File: src/rtl/core/trsc_pkg.sv
// shared types, sizes and codes for the tiny rv32 subset core
// no dependencies
package trsc_pkg;

  localparam int MEM_WORDS = 1024;
  localparam int REG_COUNT = 32;
  localparam int MEM_AW    = $clog2(MEM_WORDS);
  localparam int RF_AW     = $clog2(REG_COUNT);

  localparam logic [29:0] MEM_WORDS_PC = 30'(MEM_WORDS);
  localparam logic [31:0] MEM_WORDS_LD = 32'(MEM_WORDS);
  localparam logic [5:0]  REG_LIM      = 6'(REG_COUNT);

  // rv32 major opcodes that the core executes
  localparam logic [6:0] OP_ADDI = 7'h13;
  localparam logic [6:0] OP_JALR = 7'h67;
  localparam logic [6:0] OP_ADD  = 7'h33;
  localparam logic [6:0] OP_LUI  = 7'h37;

  typedef enum logic [1:0] {
    CMD_STEP  = 2'd0,
    CMD_LOAD  = 2'd1,
    CMD_RESET = 2'd2,
    CMD_CLEAR = 2'd3
  } cmd_t;

  typedef enum logic [1:0] {
    ST_OK          = 2'd0,
    ST_PC_RANGE    = 2'd1,
    ST_UNSUPPORTED = 2'd2
  } status_t;

  typedef struct packed {
    logic              wr_en;
    logic [MEM_AW-1:0] addr;
    logic [31:0]       wdata;
    logic              clear;
  } imem_req_t;

  typedef struct packed {
    logic        wr_en;
    logic [4:0]  wr_idx;
    logic [31:0] wr_data;
    logic        clear;
    logic [4:0]  rd_idx_a;
    logic [4:0]  rd_idx_b;
  } rf_req_t;

  function automatic logic reg_ok(input logic [4:0] idx);
    reg_ok = {1'b0, idx} < REG_LIM;
  endfunction

endpackage

File: src/rtl/core/trsc_regfile.sv
// register file: one write port, two registered read ports, valid bits
// depends on trsc_pkg
module trsc_regfile (
  input  logic              clk,
  input  logic              rst,
  input  trsc_pkg::rf_req_t req,
  output logic [31:0]       rdata_a,
  output logic [31:0]       rdata_b
);
  import trsc_pkg::*;

  logic [31:0]          mem [REG_COUNT];
  logic [REG_COUNT-1:0] valid;
  logic [31:0]          data_a;
  logic [31:0]          data_b;
  logic                 hit_a;
  logic                 hit_b;

  // entries not written since the last clear read as zero
  always_ff @(posedge clk) begin
    if (rst || req.clear) begin
      valid <= '0;
    end else if (req.wr_en) begin
      valid[RF_AW'(req.wr_idx)] <= 1'b1;
    end
  end

  always_ff @(posedge clk) begin
    if (req.wr_en) begin
      mem[RF_AW'(req.wr_idx)] <= req.wr_data;
    end
    data_a <= mem[RF_AW'(req.rd_idx_a)];
    data_b <= mem[RF_AW'(req.rd_idx_b)];
    hit_a  <= reg_ok(req.rd_idx_a) && valid[RF_AW'(req.rd_idx_a)] && !req.clear;
    hit_b  <= reg_ok(req.rd_idx_b) && valid[RF_AW'(req.rd_idx_b)] && !req.clear;
  end

  assign rdata_a = hit_a ? data_a : '0;
  assign rdata_b = hit_b ? data_b : '0;

endmodule

File: config.mk
export PLATFORM = sky130hd
export DESIGN_NAME = trsc_regfile
export DESIGN_NICKNAME = d
export VERILOG_FILES = /design/src/rtl/core/trsc_pkg.sv /design/src/rtl/core/trsc_regfile.sv
export SDC_FILE = /design/constraint.sdc
export NUM_CORES = 1
export LEC_CHECK = 0
export BUFFER_PORTS_ARGS = -buffer_cell sky130_fd_sc_hd__buf_2
export CAP_MARGIN = 0
export CORE_MARGIN = 1
export CORE_UTILIZATION = 42
export DETAILED_ROUTE_END_ITERATION = 10
export PLACE_DENSITY_LB_ADDON = 0.1
export SLEW_MARGIN = 10
export SYNTH_ARGS = -nofsm -noshare
export SYNTH_HDL_FRONTEND = slang
export SYNTH_SLANG_ARGS = --single-unit
export TNS_END_PERCENT = 1
File: constraint.sdc
create_clock -name clk -period 3.8 [get_ports clk]
set_input_delay 0.38 -clock clk [delete_from_list [all_inputs] [get_ports clk]]
set_output_delay 0.38 -clock clk [all_outputs]
set_load 0.01 [all_outputs]
==> results.md <==
- Status: complete, no violations
- Vias in the first global route: 27300
- Area of the multi-input gates: 16800 um^2
- Measured slew at the worst slew-check pin: 1.09 ns
- Fmax: 0.356 GHz
- WP buf/inv: 2
- Syn. warnings: 0
- P_leak: 18.3 nW
- Vias: 25700
- Worst r2r src: mem[19][15]
- Core box area: 118000 um^2
- Area growth syn-to-layout: 15.2%
- Critical path class: flop to output port
- Crit. End Element: output port
- Unrepaired setup endpoints after global routing: false
- CTS max path bufs: 3
- Sequential share of the synthesized area: 65.4%
- Synth Cell Area: 50000 um^2
- DR pass1 iterations: 6
- Die footprint: 120000 um^2
- Clock Skews: 0.0287 ns
- HP Start: req[16]
- # nets final: 2447
- First-pass GRT wire length: 207000 um
- CP max stage delay: 0.99 ns
- Largest net degree at the start of global routing: 61
- Cells after synthesis: 2184
- Seq. cell area: 32700 um^2
- Count of cell types in the netlist: 25
- Crit path DAT: 2.43 ns
- Post-CTS sizing: 0
- CP max stage cell: dfxtp_2
- Tot GR Track Use: 24.7%
- GP Congestion: 0.771
- Final hold violation count: 0
- Power density cells: 490 nW/um^2
- Setup-failing EPs final: 0
- Final core occ: 48.8%
- FF+latch count, synth: 1122
- Worst-path cell chain: buf_4 > and2_1 > buf_2
- Slew Limit Headroom: 27.3%
- Die height: 347 um
- Worst Setup SP: hit_a
- Clock Sinks: 1122
- CP delay by family, top: flip-flops
- GR Overflow Total: 0
- Clk_lat worst skew: 0.75 ns
- Max-cap violations: 0
- Startpoint types: flop
- Postcts setup bufs: 0
- Max-slew violations: 0
- Vias/cell: 6.36
- Hold buffer count at CTS: 1
- DR WL/cell: 36.0 um
- Fillers: 9468
- Post-DP HPWL: 81900 um
- Hold crit path type: input pin to flop
- Initial Util: 42.4%
- Antenna-violating nets left: 0
- CTS tree: yes
- Fin crit share: 73.9%
- Share of cells above drive strength 1: 47.6%
- Setup TNS: 0 ns
- Worst EP required: 3.42 ns
- Initial antenna violation count: 13
- Port Buffers: 114
- Clock root cell: clkbuf_16
- Wirelength, routed: 146000 um
- Syn_nets: 2235
- Crit Path Max Fanout: 18
- Die W: 347 um
- Synthesized area per cell: 22.9 um^2
- H-tree lvl count: 4
- Clock buffer count from CTS: 131
- Initial drt markers: 2601
- Min Tclk post-route: 2.81 ns
- Maximum vdd drop: 432 uV
- Reg clk slew, reported paths: 0.06 ns
- # DRC: 0
- Top Ports: 115
- Number of cell rows: 126
## worst reg2reg max path: stages (launching register included)
cell and delay, ns:
edfxtp_1 0.40, mux4_2 0.49, mux4_2 0.52, mux2_2 0.30
## through the flow
stage	instance area (um^2)	instances	total power, mW	worst slack, ns	hold WS [ns]
floorplan	50000	2184	15.4	0.953	0.452
global placement	53400	3798	16.1	0.799	0.459
detailed placement	53400	3798	16.2	0.819	0.473
CTS	57600	4040	28.5	0.918	0.0897
global route	57600	4041	29.0	0.909	0.139
finish	57600	4046	28.2	0.990	0.133
## sequential cells by signal, indices dropped and copies added, names as in the netlist
| signal | count |
|---|---|
| mem | 1024 |
| data_a | 32 |
| data_b | 32 |
| valid | 32 |
| hit_a | 1 |
| hit_b | 1 |
## metal layers
layer,GRT usage [%],up-vias,wire (um)
li1,-,10100,-
met1,34.3,14400,60000
met2,40.4,995,72700
met3,4.16,202,9920
met4,6.55,10,3150
met5,0,-,63
## layout make-up
class,count,share of cell area [%]
diodes,6,0.0261
clock buffers,190,6.39
clock inverters,51,0.929
inverters,1,0.00651
multi-input cells,893,29.1
flip-flops and latches,1122,56.8
well taps,1536,3.34
repair buffers,247,3.42
## layout by cell type, fill, tap and decap left out, types with 7 or more instances in the layout
| cell | Yosys | layout |
|---|---|---|
| clkbuf_8 | 0 | 18 |
| edfxtp_1 | 1024 | 1024 |
| buf_12 | 0 | 27 |
| nand3b_1 | 7 | 7 |
| mux4_2 | 652 | 652 |
| buf_4 | 12 | 109 |
| and2_1 | 64 | 64 |
| nor2_4 | 0 | 32 |
| mux2i_1 | 7 | 7 |
| o21a_1 | 34 | 34 |
| dfxtp_1 | 98 | 96 |
| bufinv_16 | 0 | 8 |
| buf_2 | 49 | 104 |
| mux2_2 | 68 | 68 |
| clkinv_2 | 0 | 16 |
| clkbuf_1 | 83 | 41 |
| clkinv_1 | 0 | 13 |
| clkbuf_16 | 0 | 131 |
## cells in the mapped netlist
| master | instances | area (um^2) |
|---|---|---|
| mux2i_1 | 7 | 70.1 |
| nor2_1 | 35 | 131 |
| buf_2 | 49 | 245 |
| or3b_2 | 3 | 26.3 |
| mux2_2 | 68 | 766 |
| buf_4 | 12 | 90.1 |
| clkbuf_1 | 83 | 312 |
| a41oi_1 | 1 | 8.76 |
| buf_1 | 21 | 78.8 |
| and3_1 | 1 | 6.26 |
| o41a_1 | 1 | 11.3 |
| edfxtp_1 | 1024 | 30700 |
| o21a_1 | 34 | 255 |
| and2_1 | 64 | 400 |
| or3_1 | 1 | 6.26 |
| nor3b_1 | 2 | 15.0 |
| nand3b_1 | 7 | 52.6 |
| nor2b_1 | 5 | 31.3 |
| a2111oi_0 | 5 | 43.8 |
| mux4_2 | 652 | 14700 |
| nand3_1 | 3 | 15.0 |
| buf_6 | 3 | 33.8 |
| nand2_1 | 4 | 15.0 |
| inv_1 | 1 | 3.75 |
| dfxtp_1 | 98 | 1960 |
## cell families (layout without fill, tap and decap cells)
group	Yosys count	after routing	synth area share, %
flops	1122	1122	65.4
compound gates	41	41	0.638
mux	727	727	31.0
other cells	0	6	0
buf+inv	169	489	1.53
simple gates	125	125	1.40
## power breakdown
group	total (mW)	internal (mW)	switching [mW]
logic	2.06	1.01	1.05
clock network	12.3	7.29	5.03
registers	13.8	13.7	0.118
total	28.2	22.0	6.20
## worst paths after layout
check,end,cells after the start,slack (ns)
setup / recovery,rdata_a[30],3,0.99
hold / removal,mem[2][5],1,0.13
setup reg to reg,data_b[15],3,1.94
hold reg to reg,valid[9],1,0.49
Note: power is estimated with default switching activity, not from simulation.
